$ cat src/rtl/ccrn_pkg.sv
`timescale 1ns / 1ps
// Shared types, constants and tables for the cross-channel response normalizer.
// No dependencies; every other file imports this package.
package ccrn_pkg;

    localparam int SAMPLE_BITS = 16;
    localparam int SUM_W       = 35;
    localparam int IDX_W       = 10;
    localparam int BASE_W      = 36;
    localparam int MAN_W       = 31;
    localparam int FRAC_W      = 16;
    localparam int TERM_W      = 30;
    localparam int RECIP_W     = 34;
    localparam int ESUM_W      = 31;
    localparam int MAG_W       = SAMPLE_BITS + ESUM_W;
    localparam int EXP_TERMS   = 12;
    localparam int ADDR_W      = 4;

    localparam logic [31:0] LN2_Q32 = 32'd2977044472;

    localparam logic [1:0] REG_WINDOW = 2'd0;
    localparam logic [1:0] REG_KAPPA  = 2'd1;
    localparam logic [1:0] REG_ALPHA  = 2'd2;
    localparam logic [1:0] REG_BETA   = 2'd3;

    typedef struct packed {
        logic [3:0]  window_size;
        logic [23:0] kappa_q16;
        logic [31:0] alpha_q24;
        logic [15:0] beta_q14;
    } t_cfg;

    typedef struct packed {
        logic signed [SAMPLE_BITS-1:0] sample;
        logic [SUM_W-1:0]              sum;
        logic [IDX_W-1:0]              index;
        logic                          done;
    } t_job;

    typedef struct packed {
        logic full;
        logic empty;
    } t_qstat;

    typedef enum logic [2:0] {
        F_IDLE, F_CHECK, F_PLAN, F_RD, F_ACC, F_PUSH
    } t_fstate;

    typedef enum logic [3:0] {
        B_IDLE, B_MUL, B_BASE, B_NORM, B_LOG, B_EXPO, B_T,
        B_TERM1, B_TERM2, B_MAG, B_SHIFT, B_OUT
    } t_bstate;

    // ceil(2^34 / n): exact floor division of a value below 2^30 by n
    function automatic logic [RECIP_W-1:0] recip(input logic [3:0] n);
        logic [RECIP_W-1:0] v;
        unique case (n)
            4'd2:    v = 34'd8589934592;
            4'd3:    v = 34'd5726623062;
            4'd4:    v = 34'd4294967296;
            4'd5:    v = 34'd3435973837;
            4'd6:    v = 34'd2863311531;
            4'd7:    v = 34'd2454267027;
            4'd8:    v = 34'd2147483648;
            4'd9:    v = 34'd1908874354;
            4'd10:   v = 34'd1717986919;
            4'd11:   v = 34'd1561806290;
            4'd12:   v = 34'd1431655766;
            default: v = '0;
        endcase
        return v;
    endfunction

endpackage

$ cat src/rtl/ccrn_queue.sv
`timescale 1ns / 1ps
// Two-entry job queue between the window front end and the power unit.
// Depends on ccrn_pkg.
module ccrn_queue (
    input  logic             i_clk,
    input  logic             i_rst_n,
    input  logic             i_push,
    input  ccrn_pkg::t_job   i_job,
    input  logic             i_pop,
    output ccrn_pkg::t_job   o_job,
    output ccrn_pkg::t_qstat o_qstat
);
    import ccrn_pkg::*;

    localparam int Q_DEPTH = 2;

    t_job       r_mem [Q_DEPTH];
    logic       r_wptr, r_rptr;
    logic [1:0] r_cnt;

    assign o_job         = r_mem[r_rptr];
    assign o_qstat.full  = (r_cnt == 2'(Q_DEPTH));
    assign o_qstat.empty = (r_cnt == 2'd0);

    always_ff @(posedge i_clk) begin
        if (!i_rst_n) begin
            r_wptr <= 1'b0;
            r_rptr <= 1'b0;
            r_cnt  <= '0;
        end else begin
            if (i_push) r_wptr <= ~r_wptr;
            if (i_pop)  r_rptr <= ~r_rptr;
            if (i_push && !i_pop) begin
                r_cnt <= r_cnt + 2'd1;
            end else if (i_pop && !i_push) begin
                r_cnt <= r_cnt - 2'd1;
            end
        end
    end

    always_ff @(posedge i_clk) begin
        if (i_push) r_mem[r_wptr] <= i_job;
    end

endmodule

$ cat config.mk
export PLATFORM = sky130hd
export DESIGN_NAME = ccrn_queue
export DESIGN_NICKNAME = d
export VERILOG_FILES = /design/src/rtl/ccrn_pkg.sv /design/src/rtl/ccrn_queue.sv
export SDC_FILE = /design/constraint.sdc
export NUM_CORES = 1
export LEC_CHECK = 0
export ABC_CLOCK_PERIOD_IN_PS = 4500
export BUFFER_PORTS_ARGS = -buffer_cell sky130_fd_sc_hd__buf_4
export CAP_MARGIN = 20
export CORE_UTILIZATION = 52
export CTS_CLUSTER_SIZE = 8
export DETAILED_ROUTE_END_ITERATION = 16
export GPL_ROUTABILITY_DRIVEN = 0
export PLACE_DENSITY = 0.76
export SLEW_MARGIN = 15
export SYNTH_ARGS = -nofsm -noshare
export SYNTH_HDL_FRONTEND = slang
export SYNTH_SLANG_ARGS = --single-unit
export TNS_END_PERCENT = 5
$ cat constraint.sdc
create_clock -name i_clk -period 4.5 [get_ports i_clk]
set_input_delay 0.9 -clock i_clk [delete_from_list [all_inputs] [get_ports i_clk]]
set_output_delay 0.9 -clock i_clk [all_outputs]
set_load 0.05 [all_outputs]
==> results.py <==
metrics = {
    "worst_setup_path": {
        "cpPeakStageDelay_ns": 0.48,
        "r2r_end": "r_mem[1][47]$_DFFE_PP_",
        "r2r-start": "r_wptr$_SDFFE_PN0P_",
        "critPathCaptureType": "primary output",
        "critPathKind": "reg2out",
        "r2r_cells": 2,
        "path_cells": "buf_4, mux2_2, buf_4",
        "crit_family": "buffers and inverters",
        "crit_required_ns": 3.60,
        "critPathMaxFanout": 27,
        "worst-path-stages": 3,
        "start_kind": "flop",
        "arrival_ns": 1.98,
        "crit_end": "o_job[53]",
        "worst-path-buf-inv": 2,
        "r2r_slack_ns": 2.55,
        "cp_slowest_cell": "dfxtp_2",
        "cp_common_cell": "buf_4",
    },
    "grt": {
        "grt_pass1_vias": 2493,
        "grt_pass1_wl_um": 12600,
        "grt_max_degree": 34,
        "grt_use_total_pct": 17.7,
        "antenna_found_initial": 0,
        "grt_remaining_overflow": 0,
    },
    "final_layout": {
        "layout-drive-gt1-share_pct": 61.6,
        "utilization_pct": 73.0,
        "antenna_cells": 0,
        "nets": 427,
        "area_growth_pct": 35.8,
    },
    "clock_tree": {
        "postCtsHoldBufs": 0,
        "postCtsResizedCells": 0,
        "cts_root_buffer": "clkbuf_8",
        "cts_buffer_depth": 2,
        "cts_tree": "built",
        "cts.sinks": 129,
        "clk_pin_slew_ns": 0.06,
        "cts_max_level": 4,
        "clkLatencyLatePin_ns": 0.49,
        "postCtsSetupBuffers": 0,
        "cts_buffers": 17,
    },
    "timing": {
        "maxSlewHeadroom_pct": 34.7,
        "report.final.slew_viol_count": 0,
        "setup_viol": 0,
        "fin_worst_skew_ns": 0.00604,
        "rsz0062_at_grt": "no",
        "period_needed_ns": 2.88,
        "tightest_slew_ns": 0.977,
        "hold_viol": 0,
        "max_freq_ghz": 0.347,
        "post-route-period-util_pct": 64.1,
        "finalSetupTns_ns": 0,
    },
    "synth": {
        "avgSynthCellArea_um2": 21.9,
        "synth_area_leader_cell": "edfxtp_1",
        "synth_top_area_share_pct": 79.0,
        "synth_cell_types": 17,
        "synth_seq_cells": 129,
        "syn_area_mm2": 0.00471,
        "synth.most_common_cell": "edfxtp_1",
        "seq_area_frac_synth_pct": 81.1,
        "yosys-top-cells-count": "edfxtp_1, mux2_2, buf_6",
        "synth_edf_count": 124,
        "yosysWarnings": 0,
        "synth_ff_type": "edfxtp_1",
        "synthTopCellsByArea": "edfxtp_1, mux2_2, dfxtp_1",
        "netlist_instances": 215,
        "async_reset_ff_share_pct": 0,
        "syn_nets": 282,
    },
    "floorplan": {
        "die_w_um": 97.2,
        "start_util_pct": 53.8,
        "fp-row-count": 34,
        "ios": 130,
        "die_y_um": 97.2,
        "coreArea_mm2": 0.00876,
        "die-area_mm2": 0.00945,
    },
    "power_and_ir_drop": {
        "power_density_mw_per_mm2": 512,
        "p_leak_nw": 2.43,
        "ir_drop_mv": 0.325,
    },
    "worst_hold_path": {
        "holdCritPathClass": "reg2reg",
        "worstHoldPathCells": 2,
    },
    "route": {
        "wl_per_cell_um": 16.6,
        "drc": 0,
        "routed_wl_um": 7960,
        "ant_nets": 0,
        "drtIter0Drc": 89,
        "vias": 2402,
        "routed_via_density": 5.00,
        "drt_first_pass_iters": 4,
    },
    "placement": {
        "port_buffers": 129,
        "hpwl_um": 5100,
    },
    "run": {
        "max_cap_violations": 0,
    },
    "run_status": {
        "status": "finished, final reports clean",
    },
}
## state kept, by name, indices dropped and copies added (netlist names), named ones only
register	cells
r_rptr	1
r_cnt	2
r_mem	124
r_wptr	1
## power by group
part / internal [mW] / total (mW) / switching, mW
Combinational: 0.182 / 0.503 / 0.321
Clock: 0.894 / 1.37 / 0.473
Sequential: 1.39 / 1.41 / 0.0198
Total: 2.46 / 3.28 / 0.814
## through the flow
stage | hold WS [ns] | instance area [um2] | total power [mW] | worst slack [ns] | instances
2_1_floorplan | 0.466 | 4710 | 1.78 | 0.350 | 215
3_3_place_gp | 0.487 | 5800 | 1.93 | 1.95 | 449
3_5_place_dp | 0.507 | 5800 | 1.94 | 1.92 | 449
4_1_cts | 0.514 | 6400 | 3.30 | 1.56 | 480
5_1_grt | 0.552 | 6400 | 3.38 | 1.49 | 480
6_report | 0.514 | 6400 | 3.28 | 1.62 | 480
## worst reg2reg max path: cells and delay by family, from the launching register on
family / cells / cell delay, ns
flip-flops: 1 / 0.39
AND/OR/NAND/NOR: 1 / 0.66
buffers and inverters: 1 / 0.54
## area by class of cell
type / count / area (um2)
inverter: 1 / 3.75
tap: 108 / 135
sequential: 129 / 3820
timing repair buffer: 133 / 1010
clock buffer: 17 / 414
fill: 536 / 2360
multi-input combinational: 78 / 822
clock inverter: 14 / 190
## worst min-delay path by stage
stage,start,slack (ns),to
after floorplan,r_cnt[1]$_SDFFE_PN0P_,0.47,r_cnt[1]$_SDFFE_PN0P_
after global placement,r_cnt[1]$_SDFFE_PN0P_,0.49,r_cnt[1]$_SDFFE_PN0P_
after detailed placement,r_cnt[1]$_SDFFE_PN0P_,0.51,r_cnt[1]$_SDFFE_PN0P_
after CTS,r_cnt[1]$_SDFFE_PN0P_,0.51,r_cnt[1]$_SDFFE_PN0P_
after global routing,r_cnt[1]$_SDFFE_PN0P_,0.55,r_cnt[1]$_SDFFE_PN0P_
final,r_cnt[1]$_SDFFE_PN0P_,0.51,r_cnt[1]$_SDFFE_PN0P_
## per-layer routing
metal  global-route usage [%]  vias to the layer above  routed length [um]
li1                         -                     1136                   -
met1                     22.4                     1180                3250
met2                     28.3                       84                4210
met3                     6.76                        2                 447
met4                     5.86                        0                  49
met5                        0                        -                   0
## cells in the final DEF, fill, tap and decap left out
cell / n
inv_6: 1
xor2_1: 2
nor2_1: 1
clkbuf_16: 16
nor2b_4: 1
clkbuf_8: 1
o21a_1: 1
bufinv_16: 4
inv_1: 1
and2b_2: 1
dfxtp_1: 4
edfxtp_1: 124
buf_12: 1
nor2b_1: 1
clkinv_4: 2
and2_2: 1
dfxtp_2: 1
o21ai_0: 1
clkinv_1: 1
clkinv_2: 2
or3_1: 1
mux2_2: 62
a21boi_1: 1
clkinvlp_4: 4
and2_1: 3
buf_4: 132
xnor2_1: 1
ha_1: 1
## logic make-up (layout without fill, tap and decap cells)
| kind of cell | Yosys count | count (layout) | share of synthesized area (%) |
|---|---|---|---|
| and+or+nand+nor | 9 | 9 | 1.19 |
| buffers and inverters | 8 | 165 | 1.62 |
| xor gates and xnor gates | 3 | 3 | 0.558 |
| AOI/OAI and AO/OA | 3 | 3 | 0.425 |
| adders and majority gates | 1 | 1 | 0.265 |
| DFF | 129 | 129 | 81.1 |
| muxes | 62 | 62 | 14.8 |
No activity file was read; power rests on OpenSTA's default activity.
