## config.mk

```make
export PLATFORM = sky130hd
export DESIGN_NAME = ccrn_front
export DESIGN_NICKNAME = d
export VERILOG_FILES = /design/src/rtl/ccrn_pkg.sv /design/src/rtl/ccrn_front.sv
export SDC_FILE = /design/constraint.sdc
export NUM_CORES = 1
export LEC_CHECK = 0
export BUFFER_PORTS_ARGS = -buffer_cell sky130_fd_sc_hd__clkbuf_2
export CORE_UTILIZATION = 30
export DETAILED_ROUTE_END_ITERATION = 7
export GPL_TIMING_DRIVEN = 0
export PLACE_DENSITY_LB_ADDON = 0.12
export RECOVER_POWER = 25
export SLEW_MARGIN = 5
export SYNTH_ARGS = -nofsm -noshare
export SYNTH_HDL_FRONTEND = slang
export SYNTH_SLANG_ARGS = --single-unit
```

## constraint.sdc

```tcl
create_clock -name i_clk -period 17.55 [get_ports i_clk]
set_input_delay 1.755 -clock i_clk [delete_from_list [all_inputs] [get_ports i_clk]]
set_output_delay 1.755 -clock i_clk [all_outputs]
set_load 0.01 [all_outputs]
```

## src/rtl/ccrn_pkg.sv

```systemverilog
`timescale 1ns / 1ps
// Shared types, constants and tables for the cross-channel response normalizer.
// No dependencies; every other file imports this package.
package ccrn_pkg;

    localparam int SAMPLE_BITS = 16;
    localparam int SUM_W       = 35;
    localparam int IDX_W       = 10;
    localparam int BASE_W      = 36;
    localparam int MAN_W       = 31;
    localparam int FRAC_W      = 16;
    localparam int TERM_W      = 30;
    localparam int RECIP_W     = 34;
    localparam int ESUM_W      = 31;
    localparam int MAG_W       = SAMPLE_BITS + ESUM_W;
    localparam int EXP_TERMS   = 12;
    localparam int ADDR_W      = 4;

    localparam logic [31:0] LN2_Q32 = 32'd2977044472;

    localparam logic [1:0] REG_WINDOW = 2'd0;
    localparam logic [1:0] REG_KAPPA  = 2'd1;
    localparam logic [1:0] REG_ALPHA  = 2'd2;
    localparam logic [1:0] REG_BETA   = 2'd3;

    typedef struct packed {
        logic [3:0]  window_size;
        logic [23:0] kappa_q16;
        logic [31:0] alpha_q24;
        logic [15:0] beta_q14;
    } t_cfg;

    typedef struct packed {
        logic signed [SAMPLE_BITS-1:0] sample;
        logic [SUM_W-1:0]              sum;
        logic [IDX_W-1:0]              index;
        logic                          done;
    } t_job;

    typedef struct packed {
        logic full;
        logic empty;
    } t_qstat;

    typedef enum logic [2:0] {
        F_IDLE, F_CHECK, F_PLAN, F_RD, F_ACC, F_PUSH
    } t_fstate;

    typedef enum logic [3:0] {
        B_IDLE, B_MUL, B_BASE, B_NORM, B_LOG, B_EXPO, B_T,
        B_TERM1, B_TERM2, B_MAG, B_SHIFT, B_OUT
    } t_bstate;

    // ceil(2^34 / n): exact floor division of a value below 2^30 by n
    function automatic logic [RECIP_W-1:0] recip(input logic [3:0] n);
        logic [RECIP_W-1:0] v;
        unique case (n)
            4'd2:    v = 34'd8589934592;
            4'd3:    v = 34'd5726623062;
            4'd4:    v = 34'd4294967296;
            4'd5:    v = 34'd3435973837;
            4'd6:    v = 34'd2863311531;
            4'd7:    v = 34'd2454267027;
            4'd8:    v = 34'd2147483648;
            4'd9:    v = 34'd1908874354;
            4'd10:   v = 34'd1717986919;
            4'd11:   v = 34'd1561806290;
            4'd12:   v = 34'd1431655766;
            default: v = '0;
        endcase
        return v;
    endfunction

endpackage

```

## src/rtl/ccrn_front.sv

```systemverilog
`timescale 1ns / 1ps
// Front end: takes words, keeps the channel ring and sums squares over each window.
// Depends on ccrn_pkg; feeds ccrn_queue.
module ccrn_front #(
    parameter int MAX_WINDOW   = 15,
    parameter int MAX_CHANNELS = 1024
) (
    input  logic                                   i_clk,
    input  logic                                   i_rst_n,
    input  logic [3:0]                             i_window_size,
    input  logic                                   i_in_valid,
    output logic                                   o_in_stall,
    input  logic signed [ccrn_pkg::SAMPLE_BITS-1:0] i_sample,
    input  logic                                   i_last_channel,
    input  ccrn_pkg::t_qstat                       i_qstat,
    output logic                                   o_push,
    output ccrn_pkg::t_job                         o_job
);
    import ccrn_pkg::*;

    localparam int RD    = MAX_WINDOW + 1;
    localparam int RA_W  = $clog2(RD);
    localparam int CNT_W = $clog2(MAX_CHANNELS + 1);
    localparam int W_W   = ((CNT_W > 6) ? CNT_W : 6) + 1;

    t_fstate r_state, n_state;

    logic signed [SAMPLE_BITS-1:0] r_ring [RD];
    logic signed [SAMPLE_BITS-1:0] r_rdata, r_x;
    logic [RA_W-1:0]  r_wp, r_cur_wp, r_raddr;
    logic [CNT_W-1:0] r_in_cnt, r_out_cnt, r_cur_i, r_j, r_hi;
    logic             r_last;
    logic [3:0]       r_m1, r_m2;
    logic [SUM_W-1:0] r_acc;

    logic [4:0]       w_win, w_wm1;
    logic [W_W-1:0]   w_t, w_i, w_lo1, w_lo2, w_lo, w_hi, w_dist, w_wp;
    logic             w_more, w_acc;
    logic [RA_W-1:0]  w_raddr, w_raddr_inc, w_wp_inc;
    logic signed [2*SAMPLE_BITS-1:0] w_sq;

    assign w_acc      = i_in_valid && (r_state == F_IDLE);
    assign o_in_stall = (r_state != F_IDLE);

    always_comb begin
        if (i_window_size == 4'd0) begin
            w_win = 5'd1;
        end else if ({1'b0, i_window_size} > 5'(MAX_WINDOW)) begin
            w_win = 5'(MAX_WINDOW);
        end else begin
            w_win = {1'b0, i_window_size};
        end
        w_wm1 = w_win - 5'd1;

        w_t   = W_W'(r_out_cnt);
        w_i   = W_W'(r_cur_i);
        w_lo1 = (w_t > W_W'(r_m1)) ? w_t - W_W'(r_m1) : '0;
        w_lo2 = (w_i + W_W'(1) > W_W'(RD)) ? w_i + W_W'(1) - W_W'(RD) : '0;
        w_lo  = (w_lo1 > w_lo2) ? w_lo1 : w_lo2;
        w_hi  = (w_t + W_W'(r_m2) < w_i) ? w_t + W_W'(r_m2) : w_i;
        w_dist = w_i - w_lo;
        w_wp   = W_W'(r_cur_wp);
        w_raddr = (w_wp >= w_dist) ? RA_W'(w_wp - w_dist) : RA_W'(w_wp + W_W'(RD) - w_dist);
        w_raddr_inc = (r_raddr == RA_W'(RD - 1)) ? '0 : r_raddr + RA_W'(1);
        w_wp_inc    = (r_cur_wp == RA_W'(RD - 1)) ? '0 : r_cur_wp + RA_W'(1);
        w_more = r_last ? (w_t <= w_i) : (w_t + W_W'(r_m2) <= w_i);
        w_sq   = r_rdata * r_rdata;
    end

    always_comb begin
        n_state = r_state;
        o_push  = 1'b0;
        unique case (r_state)
            F_IDLE:  if (i_in_valid) n_state = F_CHECK;
            F_CHECK: n_state = w_more ? F_PLAN : F_IDLE;
            F_PLAN:  n_state = F_RD;
            F_RD:    n_state = F_ACC;
            F_ACC:   n_state = (r_j == r_hi) ? F_PUSH : F_RD;
            F_PUSH: begin
                if (!i_qstat.full) begin
                    o_push  = 1'b1;
                    n_state = F_CHECK;
                end
            end
            default: n_state = F_IDLE;
        endcase
    end

    assign o_job.sample = r_x;
    assign o_job.sum    = r_acc;
    assign o_job.index  = IDX_W'(r_out_cnt);
    assign o_job.done   = r_last && (r_out_cnt == r_cur_i);

    always_ff @(posedge i_clk) begin
        if (!i_rst_n) begin
            r_state   <= F_IDLE;
            r_in_cnt  <= '0;
            r_out_cnt <= '0;
            r_wp      <= '0;
        end else begin
            r_state <= n_state;
            if (r_state == F_CHECK && !w_more) begin
                if (r_last) begin
                    r_in_cnt  <= '0;
                    r_out_cnt <= '0;
                    r_wp      <= '0;
                end else begin
                    r_in_cnt <= r_cur_i + CNT_W'(1);
                    r_wp     <= w_wp_inc;
                end
            end
            if (o_push) begin
                r_out_cnt <= r_out_cnt + CNT_W'(1);
            end
        end
    end

    always_ff @(posedge i_clk) begin
        if (w_acc) begin
            r_ring[r_wp] <= i_sample;
        end
        r_rdata <= r_ring[r_raddr];
    end

    always_ff @(posedge i_clk) begin
        unique case (r_state)
            F_IDLE: begin
                if (i_in_valid) begin
                    r_cur_i  <= r_in_cnt;
                    r_cur_wp <= r_wp;
                    r_last   <= i_last_channel || (r_in_cnt >= CNT_W'(MAX_CHANNELS - 1));
                    r_m1     <= 4'(w_wm1 >> 1);
                    r_m2     <= 4'(w_wm1 - (w_wm1 >> 1));
                end
            end
            F_PLAN: begin
                r_j     <= CNT_W'(w_lo);
                r_hi    <= CNT_W'(w_hi);
                r_raddr <= w_raddr;
                r_acc   <= '0;
            end
            F_ACC: begin
                r_acc <= r_acc + SUM_W'($unsigned(w_sq));
                if (r_j == r_out_cnt) r_x <= r_rdata;
                r_j     <= r_j + CNT_W'(1);
                r_raddr <= w_raddr_inc;
            end
            default: begin
            end
        endcase
    end

endmodule

```

==> impl_metrics.tcl <==
set metrics [dict create \
    yosysTopAreaCell "edfxtp_1" \
    final_hold_viol_count 0 \
    yosysWarningCount 0 \
    ys_seq_area_share_pct 40.74 \
    cts_resized 0 \
    drive_above_1_share_pct 12.75 \
    critical_path.top_delay_family "adder cells" \
    start_util_pct 30.43 \
    place_inst 3768 \
    wl_microns 79400 \
    grt_pass1_wl_microns 120200 \
    ys_ff_latch 402 \
    dpl.hpwl_microns 62210 \
    ios 90 \
    ant_nets 0 \
    syn_inst 2403 \
    cts.sinks 402 \
    cts_max_path_buffers 3 \
    num_vias 18180 \
    place_congestion 0.8344 \
    dieArea_sq_um 96320 \
    critPathCaptureType "flop" \
    cts_hold_buf 0 \
    cpMostUsedCell "fa_1" \
    tns_ns 0 \
    grt_pass1_vias 19230 \
    setup_viol 0 \
    timing.fmax_mhz 101.7 \
    maxSlewHeadroom_pct 20.29 \
    remaining_drc_errors 0 \
    synth_nets 2851 \
    io_buffers 88 \
    yosysUniqueCellTypes 87 \
    coreArea_sq_um 93750 \
    drt_iter0_drc 1189 \
    critPathRequiredTime_ns 17.87 \
    grt_usage_pct 16.80 \
    critPathKind "reg -> reg" \
    synth_edf_count 357 \
    final_cells 3858 \
    critPathSlowestCell "o31ai_1" \
    fin_skew_ns 0.03652 \
    numCtsBuffers 48 \
    grt_max_degree 51 \
    dieWidth_microns 310.4 \
    worstMarginPinSlew_ns 1.196 \
    rsz0062_at_grt "no" \
    synth_top_area_share_pct 37.58 \
    crit_buf_inv 7 \
    netlist_area_sq_um 28530 \
    outcome "finished clean" \
    grt-ovfl-total 0 \
    arrival_ns 10.15 \
    cts_tree "done" \
    clk-insertion-delay-late_ns 0.62 \
    placementRows 112 \
    fin_crit_ns 9.833 \
    syn_area_per_cell_sq_um 11.87 \
    async_reset_ff_share_pct 0 \
    max_cap_viol_count 0 \
    hp-class "reg -> reg" \
    slew_violations 0 \
    synth_top_flop_cell "edfxtp_1" \
    viasPerCell 4.711 \
    antenna_found_initial 6 \
    clk_pin_slew_ns 0.06 \
    detail_route.first_pass.iterations 5 \
    finalCritPeriodShare_pct 56.03 \
    final_core_util_pct 34.81 \
    h-tree-depth 2 \
    post-cts-setup-buffers 0 \
    syn2layout_area_growth_pct 14.40 \
    post_drt_wl_per_cell_microns 20.58 \
    cpPeakStageDelay_ns 0.70 \
    cp-start-kind "flop" \
    fillerInstances 9275 \
    dieHeight_microns 310.4 \
    fin_nets 3012 \
    critPathMaxFanout 10 \
    clockRootBuffer "clkbuf_16" \
    synth_area_leaders "edfxtp_1, fa_1, ha_1" \
]
[Yosys cell counts (15+ instances only)]
| library cell | count |
|---|---|
| a21o_1 | 35 |
| a21oi_1 | 78 |
| a31oi_1 | 18 |
| and2_1 | 46 |
| and3_1 | 15 |
| clkbuf_1 | 64 |
| dfxtp_1 | 45 |
| edfxtp_1 | 357 |
| fa_1 | 238 |
| ha_1 | 184 |
| inv_1 | 388 |
| mux2i_1 | 20 |
| mux4_2 | 80 |
| nand2_1 | 174 |
| nand2b_1 | 21 |
| nand3_1 | 30 |
| nand4_1 | 22 |
| nor2_1 | 136 |
| nor2b_1 | 15 |
| nor3_1 | 30 |
| o21a_1 | 21 |
| o21ai_0 | 58 |
| or3_1 | 15 |
| xnor2_1 | 77 |
| xor2_1 | 59 |
[placed cells by master (no fill, tap or decap), types with 45 or more instances in the layout]
cell type | synthesis | layout
a21oi_1 | 78 | 78
inv_1 | 388 | 388
ha_1 | 184 | 184
edfxtp_1 | 357 | 357
fa_1 | 238 | 238
clkbuf_1 | 64 | 88
dfxtp_1 | 45 | 45
o21ai_0 | 58 | 58
nand2_1 | 174 | 174
xnor2_1 | 77 | 77
mux4_2 | 80 | 80
xor2_1 | 59 | 59
clkbuf_16 | 0 | 50
clkbuf_2 | 1 | 75
nor2_1 | 136 | 123
and2_1 | 46 | 45
[final timing paths]
check                  start     endpoint  slack (ns)  depth (start not counted)
setup reg to reg  r_rdata[3]    r_acc[33]        7.72                         30
hold reg to reg      r_wp[3]  r_cur_wp[3]        0.43                          0
hold / removal       r_wp[3]  r_cur_wp[3]        0.43                          0
setup / recovery  r_rdata[3]    r_acc[33]        7.72                         30
[routing by layer]
layer | track usage, % | routed length [microns]
met3 | 2.377 | 2940
met5 | 0 | 36
met2 | 28.25 | 38500
met4 | 4.605 | 1870
met1 | 22.54 | 36060
[kinds of logic (layout without fill, tap and decap cells)]
group                      after synthesis  after routing  share of synthesized area (%)
buffers and inverters                  481            681                          6.518
DFF                                    402            402                          40.74
xor gates and xnor gates               136            136                          4.176
AOI/OAI and AO/OA                      301            301                          7.079
adders and majority gates              422            422                          24.77
other                                    0              1                              0
muxes                                  105            105                          7.228
and+or+nand+nor                        556            556                          9.487
[worst register-to-register path, delay by kind of cell (launching register included)]
family | cells | cell delay (ns)
adders and majority gates | 8 | 3.66
AOI/OAI and AO/OA | 4 | 1.94
xor gates and xnor gates | 1 | 0.19
muxes | 1 | 0.15
and+or+nand+nor | 9 | 1.65
DFF | 1 | 0.47
buffers and inverters | 7 | 1.48
[through the flow]
| stage | hold slack, ns | cell area, sq um | setup WS [ns] |
|---|---|---|---|
| finish | 0.4273 | 32640 | 7.717 |
| global route | 0.4663 | 32640 | 7.111 |
| CTS | 0.4298 | 32650 | 7.557 |
| detailed placement | 0.4162 | 30970 | 7.623 |
| global placement | 0.4105 | 30540 | 7.653 |
| floorplan | 0.4064 | 28530 | 9.870 |
[layout make-up]
| class | instances | area, sq um | area share, % |
|---|---|---|---|
| sequential | 402 | 11620 | 35.61 |
| clock inverter | 21 | 284.0 | 0.8703 |
| timing repair buffer | 111 | 789.5 | 2.419 |
| tap | 1254 | 1569 | 4.808 |
| buffer | 93 | 402.9 | 1.235 |
| clock buffer | 68 | 1399 | 4.286 |
| multi-input combinational | 1520 | 15110 | 46.30 |
| antenna | 1 | 2.502 | 0.007668 |
| inverter | 388 | 1456 | 4.463 |
[registers in the layout, summed over array words and instances, names as in the netlist, 11 cells and up]
register	cells
r_acc	35
r_cur_i	11
r_hi	11
r_in_cnt	11
r_j	11
r_out_cnt	11
r_rdata	16
r_ring	256
r_x	16
Power is left out: the tool's default activity adds up to more than one toggle a clock period on the data nets, which glitch-free logic cannot reach.
